## config.mk

```make
export PLATFORM = sky130hd
export DESIGN_NAME = stepper_step_pulse_controller_core
export DESIGN_NICKNAME = d
export VERILOG_FILES = /design/src/rtl/stpc_pkg.sv /design/src/rtl/stepper_step_pulse_controller_core.sv
export SDC_FILE = /design/constraint.sdc
export NUM_CORES = 2
export LEC_CHECK = 0
export BUFFER_PORTS_ARGS = -buffer_cell sky130_fd_sc_hd__buf_4
export CAP_MARGIN = 20
export CORE_ASPECT_RATIO = 1.4
export CORE_MARGIN = 2
export CORE_UTILIZATION = 55
export DETAILED_ROUTE_END_ITERATION = 10
export PLACE_DENSITY = 0.75
export SLEW_MARGIN = 10
export SYNTH_ARGS = -nofsm -noshare
export SYNTH_HDL_FRONTEND = slang
export SYNTH_SLANG_ARGS = --single-unit
```

## constraint.sdc

```tcl
create_clock -name aclk -period 8.7 [get_ports aclk]
set_input_delay 1.305 -clock aclk [delete_from_list [all_inputs] [get_ports aclk]]
set_output_delay 1.305 -clock aclk [all_outputs]
set_load 0.01 [all_outputs]
```

## src/rtl/stpc_pkg.sv

```systemverilog
// ----------------------------------------------------------------------------
// stpc_pkg
// Shared widths, command codes and constants of the step pulse controller.
// ----------------------------------------------------------------------------
package stpc_pkg;

    localparam int S_TDATA_W = 64;
    localparam int S_TUSER_W = 3;
    localparam int M_TDATA_W = 96;
    localparam int CFG_IDX_W = 2;
    localparam int CFG_DATA_W = 27;

    localparam int FSTEPS_W = 11;
    localparam int TICK_W = 27;
    localparam int POS_W = 32;
    localparam int SPEED_IN_W = 21;
    localparam int SPEED_W = 20;
    localparam int DIV_IN_W = 5;
    localparam int CODE_W = 3;
    localparam int PERIOD_W = 32;

    localparam int MUL_A_W = 27;
    localparam int MUL_B_W = 20;
    localparam int PROD_W = MUL_A_W + MUL_B_W;
    localparam int NUM_W = 43;
    localparam int DEN_W = 35;
    localparam int CNT_W = 6;

    localparam logic [2:0] MODE_TICK     = 3'd0;
    localparam logic [2:0] MODE_MOVE     = 3'd1;
    localparam logic [2:0] MODE_MOVE_CUR = 3'd2;
    localparam logic [2:0] MODE_VELOCITY = 3'd3;
    localparam logic [2:0] MODE_SPEED    = 3'd4;
    localparam logic [2:0] MODE_DIR      = 3'd5;
    localparam logic [2:0] MODE_DIVISION = 3'd6;

    localparam logic [CODE_W-1:0] CODE_DIV1  = 3'd0;
    localparam logic [CODE_W-1:0] CODE_DIV2  = 3'd1;
    localparam logic [CODE_W-1:0] CODE_DIV4  = 3'd2;
    localparam logic [CODE_W-1:0] CODE_DIV8  = 3'd3;
    localparam logic [CODE_W-1:0] CODE_DIV16 = 3'd4;

    localparam logic [CFG_IDX_W-1:0] CFG_FULL_STEPS = 2'd0;
    localparam logic [CFG_IDX_W-1:0] CFG_TICK_RATE  = 2'd1;

    localparam logic [FSTEPS_W-1:0] FSTEPS_RESET = 11'd200;
    localparam logic [TICK_W-1:0]   TICK_RESET   = 27'd1000000;
    localparam logic [MUL_B_W-1:0]  MILLI_PER_MIN = 20'd60000;
    localparam logic [SPEED_W-1:0]  SPEED_SAT    = 20'hFFFFF;
    localparam logic [SPEED_IN_W-1:0] SPEED_MOST_NEG = 21'h100000;

endpackage

```

## src/rtl/stepper_step_pulse_controller_core.sv

```systemverilog
// ----------------------------------------------------------------------------
// stepper_step_pulse_controller_core
// Step/direction pulse generator with a shared multiplier and a bit-serial
// divider that recompute the step period after speed, move, velocity and
// division commands.
// Sequence: items that leave the period alone go from the command state to the
// output state; a recompute passes the command state, the numerator and
// denominator multiplier states, the divider iterations, the clamp and output.
// Flow: a new item is accepted only in idle, once the previous result is loaded.
// Reset: synchronous, active low; all motion state cleared, direction forward.
// ----------------------------------------------------------------------------
module stepper_step_pulse_controller_core (
    input  logic                             aclk,
    input  logic                             aresetn,
    input  logic                             s_tvalid,
    output logic                             s_tready,
    // move_steps[31:0], speed_milli_rpm[52:32], forward_in[53], division[58:54]
    input  logic [stpc_pkg::S_TDATA_W-1:0]   s_tdata,
    // mode[2:0]
    input  logic [stpc_pkg::S_TUSER_W-1:0]   s_tuser,
    output logic                             m_tvalid,
    input  logic                             m_tready,
    // step_pin[0], dir_pin[1], enable_n[2], ms1[3], ms2[4], ms3[5],
    // position[37:6], target_pos[69:38], speed_mag[89:70], status[90],
    // running[91]
    output logic [stpc_pkg::M_TDATA_W-1:0]   m_tdata,
    input  logic                             cfg_valid,
    output logic                             cfg_ready,
    input  logic [stpc_pkg::CFG_IDX_W-1:0]   cfg_index,
    input  logic [stpc_pkg::CFG_DATA_W-1:0]  cfg_data
);
    import stpc_pkg::*;

    localparam logic [2:0] ST_IDLE = 3'd0;
    localparam logic [2:0] ST_EXEC = 3'd1;
    localparam logic [2:0] ST_MULN = 3'd2;
    localparam logic [2:0] ST_MULD = 3'd3;
    localparam logic [2:0] ST_DIV  = 3'd4;
    localparam logic [2:0] ST_FIN  = 3'd5;
    localparam logic [2:0] ST_OUT  = 3'd6;

    logic [2:0]            state_reg, state_next;
    logic [2:0]            mode_reg;
    logic [POS_W-1:0]      steps_reg;
    logic [SPEED_IN_W-1:0] speed_in_reg;
    logic                  fwd_in_reg;
    logic [DIV_IN_W-1:0]   div_in_reg;

    logic [FSTEPS_W-1:0]   fsteps_reg;
    logic [TICK_W-1:0]     tick_rate_reg;

    logic [POS_W-1:0]      position_reg, position_next;
    logic [POS_W-1:0]      target_reg, target_next;
    logic [SPEED_W-1:0]    speed_reg, speed_next;
    logic                  forward_reg, forward_next;
    logic                  velocity_reg, velocity_next;
    logic                  run_reg, run_next;
    logic [CODE_W-1:0]     code_reg, code_next;
    logic [PERIOD_W-1:0]   period_reg, period_next;
    logic [PERIOD_W-1:0]   phase_reg, phase_next;
    logic                  status_reg, status_next;

    logic [NUM_W-1:0]      num_reg, num_next;
    logic [DEN_W-1:0]      den_reg, den_next;
    logic [DEN_W-1:0]      rem_reg, rem_next;
    logic [CNT_W-1:0]      cnt_reg, cnt_next;

    logic                  m_tvalid_reg;
    logic [M_TDATA_W-1:0]  m_tdata_reg;

    logic [MUL_A_W-1:0]    mul_a;
    logic [MUL_B_W-1:0]    mul_b;
    logic [PROD_W-1:0]     mul_p;

    logic [DEN_W:0]        trial;
    logic                  trial_ge;

    logic                  spd_neg;
    logic [SPEED_W-1:0]    spd_mag;
    logic [SPEED_IN_W-1:0] spd_negated;
    logic [POS_W-1:0]      move_target;
    logic [POS_W-1:0]      move_diff;
    logic [POS_W-1:0]      tick_pos;
    logic [PERIOD_W-1:0]   half;
    logic                  step_pin;
    logic                  out_free;
    logic                  in_xfer;

    assign s_tready  = (state_reg == ST_IDLE);
    assign in_xfer   = s_tvalid && s_tready;
    assign cfg_ready = 1'b1;
    assign m_tvalid  = m_tvalid_reg;
    assign m_tdata   = m_tdata_reg;
    assign out_free  = !m_tvalid_reg || m_tready;

    // shared multiplier
    always_comb begin
        if (state_reg == ST_MULN) begin
            mul_a = tick_rate_reg;
            mul_b = MILLI_PER_MIN;
        end else begin
            mul_a = {{(MUL_A_W-FSTEPS_W){1'b0}}, fsteps_reg};
            mul_b = speed_reg;
        end
    end
    assign mul_p = mul_a * mul_b;

    // restoring divide step
    assign trial    = {rem_reg, num_reg[NUM_W-1]};
    assign trial_ge = (trial >= {1'b0, den_reg});

    // speed magnitude of the latched command
    assign spd_neg     = speed_in_reg[SPEED_IN_W-1];
    assign spd_negated = (~speed_in_reg) + 1'b1;
    always_comb begin
        if (!spd_neg) begin
            spd_mag = speed_in_reg[SPEED_W-1:0];
        end else if (speed_in_reg == SPEED_MOST_NEG) begin
            spd_mag = SPEED_SAT;
        end else begin
            spd_mag = spd_negated[SPEED_W-1:0];
        end
    end

    assign move_target = target_reg + steps_reg;
    assign move_diff   = move_target - position_reg;
    assign tick_pos    = forward_reg ? position_reg + 1'b1 : position_reg - 1'b1;

    always_comb begin
        state_next    = state_reg;
        position_next = position_reg;
        target_next   = target_reg;
        speed_next    = speed_reg;
        forward_next  = forward_reg;
        velocity_next = velocity_reg;
        run_next      = run_reg;
        code_next     = code_reg;
        period_next   = period_reg;
        phase_next    = phase_reg;
        status_next   = status_reg;
        num_next      = num_reg;
        den_next      = den_reg;
        rem_next      = rem_reg;
        cnt_next      = cnt_reg;

        case (state_reg)
            ST_IDLE: begin
                if (in_xfer) begin
                    state_next = ST_EXEC;
                end
            end
            ST_EXEC: begin
                status_next = 1'b0;
                state_next  = ST_OUT;
                case (mode_reg)
                    MODE_TICK: begin
                        if (run_reg && speed_reg != '0) begin
                            if (period_reg == '0 || phase_reg >= period_reg - 1'b1) begin
                                phase_next    = '0;
                                position_next = tick_pos;
                                if (velocity_reg) begin
                                    target_next = tick_pos;
                                end else if (tick_pos == target_reg) begin
                                    run_next = 1'b0;
                                end
                            end else begin
                                phase_next = phase_reg + 1'b1;
                            end
                        end
                    end
                    MODE_MOVE: begin
                        velocity_next = 1'b0;
                        target_next   = move_target;
                        speed_next    = spd_mag;
                        forward_next  = !spd_neg;
                        if (spd_mag == '0) begin
                            run_next    = 1'b0;
                            status_next = 1'b1;
                        end else begin
                            state_next = ST_MULN;
                            if (move_diff != '0) begin
                                forward_next = !move_diff[POS_W-1];
                                run_next     = 1'b1;
                                phase_next   = '0;
                            end
                        end
                    end
                    MODE_MOVE_CUR: begin
                        if (speed_reg == '0) begin
                            status_next = 1'b1;
                        end else begin
                            velocity_next = 1'b0;
                            target_next   = move_target;
                            state_next    = ST_MULN;
                            if (move_diff != '0) begin
                                forward_next = !move_diff[POS_W-1];
                                run_next     = 1'b1;
                                phase_next   = '0;
                            end
                        end
                    end
                    MODE_VELOCITY: begin
                        velocity_next = 1'b1;
                        speed_next    = spd_mag;
                        forward_next  = !spd_neg;
                        if (spd_mag == '0) begin
                            run_next = 1'b0;
                        end else begin
                            run_next   = 1'b1;
                            phase_next = '0;
                            state_next = ST_MULN;
                        end
                    end
                    MODE_SPEED: begin
                        speed_next   = spd_mag;
                        forward_next = !spd_neg;
                        if (spd_mag == '0) begin
                            run_next = 1'b0;
                        end else begin
                            state_next = ST_MULN;
                        end
                    end
                    MODE_DIR: begin
                        forward_next = fwd_in_reg;
                    end
                    MODE_DIVISION: begin
                        case (div_in_reg)
                            5'd1:    code_next = CODE_DIV1;
                            5'd2:    code_next = CODE_DIV2;
                            5'd4:    code_next = CODE_DIV4;
                            5'd8:    code_next = CODE_DIV8;
                            5'd16:   code_next = CODE_DIV16;
                            default: status_next = 1'b1;
                        endcase
                        if (!status_next) begin
                            if (speed_reg == '0) begin
                                run_next = 1'b0;
                            end else begin
                                state_next = ST_MULN;
                            end
                        end
                    end
                    default: begin
                        status_next = 1'b1;
                    end
                endcase
            end
            ST_MULN: begin
                num_next   = mul_p[NUM_W-1:0];
                state_next = ST_MULD;
            end
            ST_MULD: begin
                den_next   = {{(DEN_W-31){1'b0}}, mul_p[30:0]} << code_reg;
                rem_next   = '0;
                cnt_next   = CNT_W'(NUM_W - 1);
                state_next = ST_DIV;
            end
            ST_DIV: begin
                rem_next = trial_ge ? DEN_W'(trial - {1'b0, den_reg}) : trial[DEN_W-1:0];
                num_next = {num_reg[NUM_W-2:0], trial_ge};
                cnt_next = cnt_reg - 1'b1;
                if (cnt_reg == '0) begin
                    state_next = ST_FIN;
                end
            end
            ST_FIN: begin
                if (den_reg == '0 || num_reg[NUM_W-1:PERIOD_W] != '0) begin
                    period_next = '1;
                end else if (num_reg[PERIOD_W-1:0] < PERIOD_W'(2)) begin
                    period_next = PERIOD_W'(2);
                end else begin
                    period_next = num_reg[PERIOD_W-1:0];
                end
                state_next = ST_OUT;
            end
            ST_OUT: begin
                if (out_free) begin
                    state_next = ST_IDLE;
                end
            end
            default: begin
                state_next = ST_IDLE;
            end
        endcase
    end

    assign half     = {1'b0, period_reg[PERIOD_W-1:1]};
    assign step_pin = run_reg && half != '0 && phase_reg < half - 1'b1;

    always_ff @(posedge aclk) begin
        if (!aresetn) begin
            state_reg     <= ST_IDLE;
            fsteps_reg    <= FSTEPS_RESET;
            tick_rate_reg <= TICK_RESET;
            position_reg  <= '0;
            target_reg    <= '0;
            speed_reg     <= '0;
            forward_reg   <= 1'b1;
            velocity_reg  <= 1'b0;
            run_reg       <= 1'b0;
            code_reg      <= CODE_DIV1;
            period_reg    <= '0;
            phase_reg     <= '0;
            status_reg    <= 1'b0;
            cnt_reg       <= '0;
            m_tvalid_reg  <= 1'b0;
        end else begin
            state_reg    <= state_next;
            position_reg <= position_next;
            target_reg   <= target_next;
            speed_reg    <= speed_next;
            forward_reg  <= forward_next;
            velocity_reg <= velocity_next;
            run_reg      <= run_next;
            code_reg     <= code_next;
            period_reg   <= period_next;
            phase_reg    <= phase_next;
            status_reg   <= status_next;
            cnt_reg      <= cnt_next;
            if (cfg_valid && cfg_ready) begin
                if (cfg_index == CFG_FULL_STEPS) begin
                    fsteps_reg <= cfg_data[FSTEPS_W-1:0];
                end else if (cfg_index == CFG_TICK_RATE) begin
                    tick_rate_reg <= cfg_data[TICK_W-1:0];
                end
            end
            if (state_reg == ST_OUT && out_free) begin
                m_tvalid_reg <= 1'b1;
            end else if (m_tready) begin
                m_tvalid_reg <= 1'b0;
            end
        end
    end

    // payload: hold the command and divider operands, load the result
    always_ff @(posedge aclk) begin
        num_reg <= num_next;
        den_reg <= den_next;
        rem_reg <= rem_next;
        if (in_xfer) begin
            mode_reg     <= s_tuser[2:0];
            steps_reg    <= s_tdata[31:0];
            speed_in_reg <= s_tdata[52:32];
            fwd_in_reg   <= s_tdata[53];
            div_in_reg   <= s_tdata[58:54];
        end
        if (state_reg == ST_OUT && out_free) begin
            m_tdata_reg <= {
                4'b0,
                run_reg,
                status_reg,
                speed_reg,
                target_reg,
                position_reg,
                (code_reg == CODE_DIV16),
                (code_reg == CODE_DIV4 || code_reg == CODE_DIV8 || code_reg == CODE_DIV16),
                (code_reg == CODE_DIV2 || code_reg == CODE_DIV8 || code_reg == CODE_DIV16),
                !run_reg,
                forward_reg,
                step_pin
            };
        end
    end

endmodule
```

# Yosys cells after proc, flatten, opt, wreduce, memory -nomap -nowiden
# Cells that the tools add are included.
[word_totals]
ff_bits = 470
out_inout_bits = 99
elab_cells = 192
[op_classes]
n_mux = 59
eq_ne = 39
addsub = 10
n_reduce_logical = 52
mul = 1
n_shift = 1
bitwise = 2
order_cmp = 4
[op_table]
columns = ["cell", "count"]
rows = [
  ["32-bit two-way mux", 13],
  ["32-bit one-hot mux with 4 select lines", 1],
  ["32-bit one-hot mux with 3 select lines", 1],
  ["43-bit one-hot mux with 2 select lines", 1],
  ["35-bit one-hot mux with 2 select lines", 1],
  ["32-bit by 1-bit adder with 32-bit output, second input constant", 2],
  ["32-bit nonzero test", 2],
  ["32-bit by 1-bit subtractor with 32-bit output, second input constant", 2],
  ["20-bit two-way mux", 3],
  ["27-bit by 20-bit multiplier with 43-bit output", 1],
  ["20-bit zero test", 2],
  ["36-bit by 35-bit greater-or-equal comparator with 1-bit output", 1],
  ["35-bit zero test", 1],
  ["35-bit two-way mux", 1],
  ["31-bit by 3-bit << shifter with 35-bit output", 1],
  ["35-bit subtractor", 1],
  ["32-bit adder", 1],
  ["32-bit equality test", 1],
  ["32-bit greater-or-equal comparator", 1],
  ["32-bit zero test", 1],
  ["32-bit by 2-bit < comparator with 1-bit output, second input constant", 1],
  ["32-bit < comparator", 1],
  ["31-bit by 1-bit subtractor with 32-bit output, second input constant", 1],
  ["32-bit subtractor", 1],
  ["48 further kinds", 126],
]

# Depth between registers and ports, before layout
[logic_depth]
ltp_word = 8
depth_mapped = 34

# Least setup slack after synthesis
# No wires, ideal clock.
[synth_timing]
path_kind = "register -> register"
startpoint = "register state_reg[1]"
endpoint = "register num_reg[36], data pin"
synth_period_minus_slack_ns = 8.135
path_buffers = 4
path_slack_ns = 0.565
t_required_ns = 8.436
arrival_time_ns = 7.871
setup_ns = 0.264
path_stages_with_launch = 33
path_cell_list = "dfxtp_1 > clkbuf_1 > nand2b_1 > or2_2 > clkbuf_1 > and2_1 > clkbuf_1 > nand2_1 > nand2_1 > fa_1 > inv_1 > fa_1 > inv_1 > fa_1 > fa_1 > fa_1 > fa_1 > inv_1 > fa_1 > inv_1 > ha_1 > clkbuf_1 > a21o_1 > a311o_1 > a21oi_1 > o21ai_0 > and2_1 > a211o_1 > o41a_1 > a31o_2 > a21oi_1 > xor2_1 > o21ai_1"
[synth_between]
elab_chain_len = 4
elab_cells_between_ends = 6
[synth_rtl]
columns = ["element", "line_no", "rtl"]
rows = [
  ["start: declaration", "stepper_step_pulse_controller_core.sv:42", "logic [2:0] state_reg, state_next;"],
  ["start signal: assignment", "stepper_step_pulse_controller_core.sv:308", "state_reg <= state_next;"],
  ["3-bit by 2-bit equality test with 1-bit output", "stepper_step_pulse_controller_core.sv:98, stepper_step_pulse_controller_core.sv:146", ""],
  ["27-bit two-way mux or 20-bit two-way mux (tied branches)", "stepper_step_pulse_controller_core.sv:98", "if (state_reg == ST_MULN) begin"],
  ["27-bit by 20-bit multiplier with 43-bit output", "stepper_step_pulse_controller_core.sv:106", "assign mul_p = mul_a * mul_b;"],
  ["43-bit one-hot mux with 2 select lines *", "stepper_step_pulse_controller_core.sv:146", "case (state_reg)"],
  ["net num_next[36]", "stepper_step_pulse_controller_core.sv:63", "logic [NUM_W-1:0] num_reg, num_next;"],
  ["end signal: assignment", "stepper_step_pulse_controller_core.sv:337", "num_reg <= num_next;"],
  ["end: declaration", "stepper_step_pulse_controller_core.sv:63", ""],
]
# The timed path passes the listed nets; every way through them passes the cells marked *.
# A chain may end at the register's enable or synchronous reset.

# Final worst setup path
[layout_timing]
startpoint = "register state_reg[0]"
endpoint = "register den_reg[30], data pin"
[layout_between]
elab_chain_len = 4
elab_cells_between_ends = 5
[layout_rtl]
columns = ["element", "line_no", "rtl"]
rows = [
  ["3-bit by 2-bit equality test with 1-bit output *", "stepper_step_pulse_controller_core.sv:98", ""],
  ["27-bit two-way mux or 20-bit two-way mux (tied branches)", "stepper_step_pulse_controller_core.sv:98", ""],
  ["27-bit by 20-bit multiplier with 43-bit output *", "stepper_step_pulse_controller_core.sv:106", ""],
  ["31-bit by 3-bit << shifter with 35-bit output *", "stepper_step_pulse_controller_core.sv:253", "den_next = {{(DEN_W-31){1'b0}}, mul_p[30:0]} << code_reg;"],
  ["end signal: assignment", "stepper_step_pulse_controller_core.sv:338", "den_reg <= den_next;"],
  ["end: declaration", "stepper_step_pulse_controller_core.sv:64", "logic [DEN_W-1:0] den_reg, den_next;"],
]
# Every way passes the cells marked *; elsewhere a longest branch is shown, timed or not.

==> metrics.md <==
| Metric | Value |
|---|---|
| Remaining DRCs | `0` |
| Largest area contributor in the netlist | `fa_1` |
| MaxCap Viol Count | `0` |
| Synth top area share | `19.1%` |
| Worst hold slack | `0.448 ns` |
| Routed length per placed instance | `19.8 um` |
| Vias in the first global route | `39400` |
| Area Overhead vs Synth | `10.4%` |
| RSZ-0062 raised after global routing | `false` |
| Starting Density | `55.4%` |
| Max reg flops | `92` |
| Worst-path clk slew | `0.07 ns` |
| CTS tree | `built` |
| Worst-Skew Late Latency | `0.65 ns` |
| Status | `completed` |
| Hold crit path type | `reg -> reg` |
| Pin count of the biggest net entering global routing | `77` |
| RR Startpoint | `state_reg[0]$_SDFFE_PN0P_` |
| Most frequent cell after synthesis | `inv_1` |
| Vias per cell | `5.82` |
| Ys flop type | `edfxtp_1` |
| Critical path buffers and inverters | `5` |
| Die X | `250 um` |
| Hold worst-path end | `m_tdata[90]$_DFFE_PP_` |
| Drt total wl | `130 mm` |
| Routability cong. | `0.965` |
| CP max FO | `11` |
| I/O Buffers | `189` |
| Sequential area share after synthesis | `25.9%` |
| 1st-iter DRT viols | `2345` |
| Via count | `38200` |
| Worst setup SP type | `register` |
| Maximum clock insertion buffer count | `3` |
| Fin. max-slew vios | `0` |
| Final global-route overflow total | `0` |
| Fmax | `121 MHz` |
| Reg-to-Reg End | `den_reg[30]$_DFFE_PP_` |
| Worst Setup End Kind | `register` |
| Final hold vios | `0` |
| Fillers | `7317` |
| First-pass GRT wire length | `207 mm` |
| Clock root buffer | `clkbuf_16` |
| GRT Total Usage | `30.0%` |
| Layout Skew | `0.0301 ns` |
| Core Area | `84200 um^2` |
| Post-CTS Hold Buffers | `0` |
| Clk sinks | `470` |
| FF-to-FF setup slack | `0.41 ns` |
| DIE AREA | `87200 um^2` |
| CP Class | `reg -> reg` |
| Share of layout cells above drive strength 1 | `8.77%` |
| YS warnings | `0` |
| Ys async rst share | `0%` |
| Cell row count | `126` |
| H-tree levels | `2` |
| Nets | `6302` |
| Min Tclk post-route | `8.29 ns` |
| Initial DRT Pass Iterations | `5` |
| Slew headroom | `29.0%` |
| Reg2Reg Depth | `29` |
| Final ANT Viol Nets | `0` |
| Initial antenna violation count | `2` |
| Count of final setup violators | `0` |
| Number of synthesized register bits | `470` |
| # IOs | `200` |
| Slew @ Worst Pin | `1.06 ns` |
| Synth Instances | `5163` |
| CP Data Arrival Time | `8.79 ns` |
| Fin crit share | `95.3%` |
| Critical path's top delay family | `adder cells` |
| Cell Area, Synth | `46700 um^2` |
| Min-Delay Path Depth | `0` |
| Synth unique cells | `108` |
| Number of synthesized flops with an enable pin | `267` |
| Worst path required time | `9.20 ns` |
| Crit-path max cell delay | `0.57 ns` |
| Critical hold path startpoint | `status_reg$_SDFFE_PN0P_` |
| Critical Path Slowest Stage Cell | `fa_1` |
| Post-route setup TNS | `0 ns` |
| Mean Syn Cell Area | `9.04 um^2` |
| Post-synth top cells | `inv_1 (667), nand2_1 (587), fa_1 (444), ha_1 (329), a21oi_1 (319)` |
| Most frequent CP cell | `fa_1` |
| Top post-synthesis cells by area | `fa_1 (19%), edfxtp_1 (17%), ha_1 (8.8%)` |
| Die Y | `349 um` |
| CTS buffer count | `51` |
| Final HPWL DP | `103 mm` |
## cell usage in the layout, fill, tap and decap left out, types with 83 or more instances in the layout
cell	instances
xnor2_1	139
edfxtp_1	267
buf_4	259
o21ai_0	177
xor2_1	100
nand2_1	585
nor2_1	297
inv_1	666
dfxtp_1	202
fa_1	444
a21oi_1	318
ha_1	329
and3_1	129
nand3_1	135
nor3_1	83
conb_1	203
a21o_1	91
## worst max path at each step
stage | depth (start not counted) | slack (ns) | to | start
after floorplan | 32 | 0.56 | num_reg[36]$_DFFE_PP_ | state_reg[1]$_SDFFE_PN0P_
after global placement | 27 | 0.42 | den_reg[24]$_DFFE_PP_ | state_reg[0]$_SDFFE_PN0P_
after CTS | 28 | 0.33 | den_reg[24]$_DFFE_PP_ | state_reg[0]$_SDFFE_PN0P_
after detailed placement | 28 | 0.34 | den_reg[24]$_DFFE_PP_ | state_reg[0]$_SDFFE_PN0P_
final | 29 | 0.41 | den_reg[30]$_DFFE_PP_ | state_reg[0]$_SDFFE_PN0P_
after global routing | 29 | 0.006 | den_reg[30]$_DFFE_PP_ | state_reg[0]$_SDFFE_PN0P_
## final cells by class
type                    instances  area [um^2]  area share [%]
clock inverters                37          362           0.702
well taps                    1088         1360            2.64
repair buffers                263         2030            3.93
flip-flops and latches        470        12100            23.5
clock buffers                  59         1340            2.59
multi-input cells            3973        31800            61.8
diodes                          2         5.00         0.00971
inverters                     669         2510            4.88
## metrics by stage
stage,instances,instance area [um^2],setup slack (ns),util (%)
after global routing,6559,51500,0.00618,61.2
after global placement,6461,49800,0.417,59.1
after floorplan,5364,47400,0.565,-
after CTS,6557,51500,0.329,61.1
after detailed placement,6461,49800,0.336,59.1
final,6561,51500,0.408,61.2
## metal layers
metal | global-route usage [%] | vias to the layer above | share of wire, % | routed length [um]
li1 | - | 18000 | - | -
met1 | 31.6 | 18700 | 36 | 46600
met2 | 57.8 | 1045 | 54 | 69900
met3 | 2.57 | 371 | 3.9 | 5000
met4 | 17.3 | 0 | 6.4 | 8320
met5 | 0 | - | 0 | 0
## what timing repair did
action,4_1_cts,5_1_grt
endpoints found under the hold margin,0,0
resized for setup,0,4
buffers inserted,0,0
endpoints found under the setup margin,0,11
## kinds of logic (layout without fill, tap and decap cells)
kind of cell               after synthesis  after routing  synth area share [%]
AOI/OAI and AO/OA                     1034           1034                  14.7
buffers and inverters                  921           1028                  7.59
adders and majority gates              773            773                  27.9
and+or+nand+nor                       1623           1623                  16.9
xor gates and xnor gates               245            245                  4.78
other                                    2            205                0.0161
muxes                                   95             95                  2.18
DFF                                    470            470                  25.9
Power is left out: the tool's default activity adds up to more than one toggle a clock period on the data nets, which glitch-free logic cannot reach.
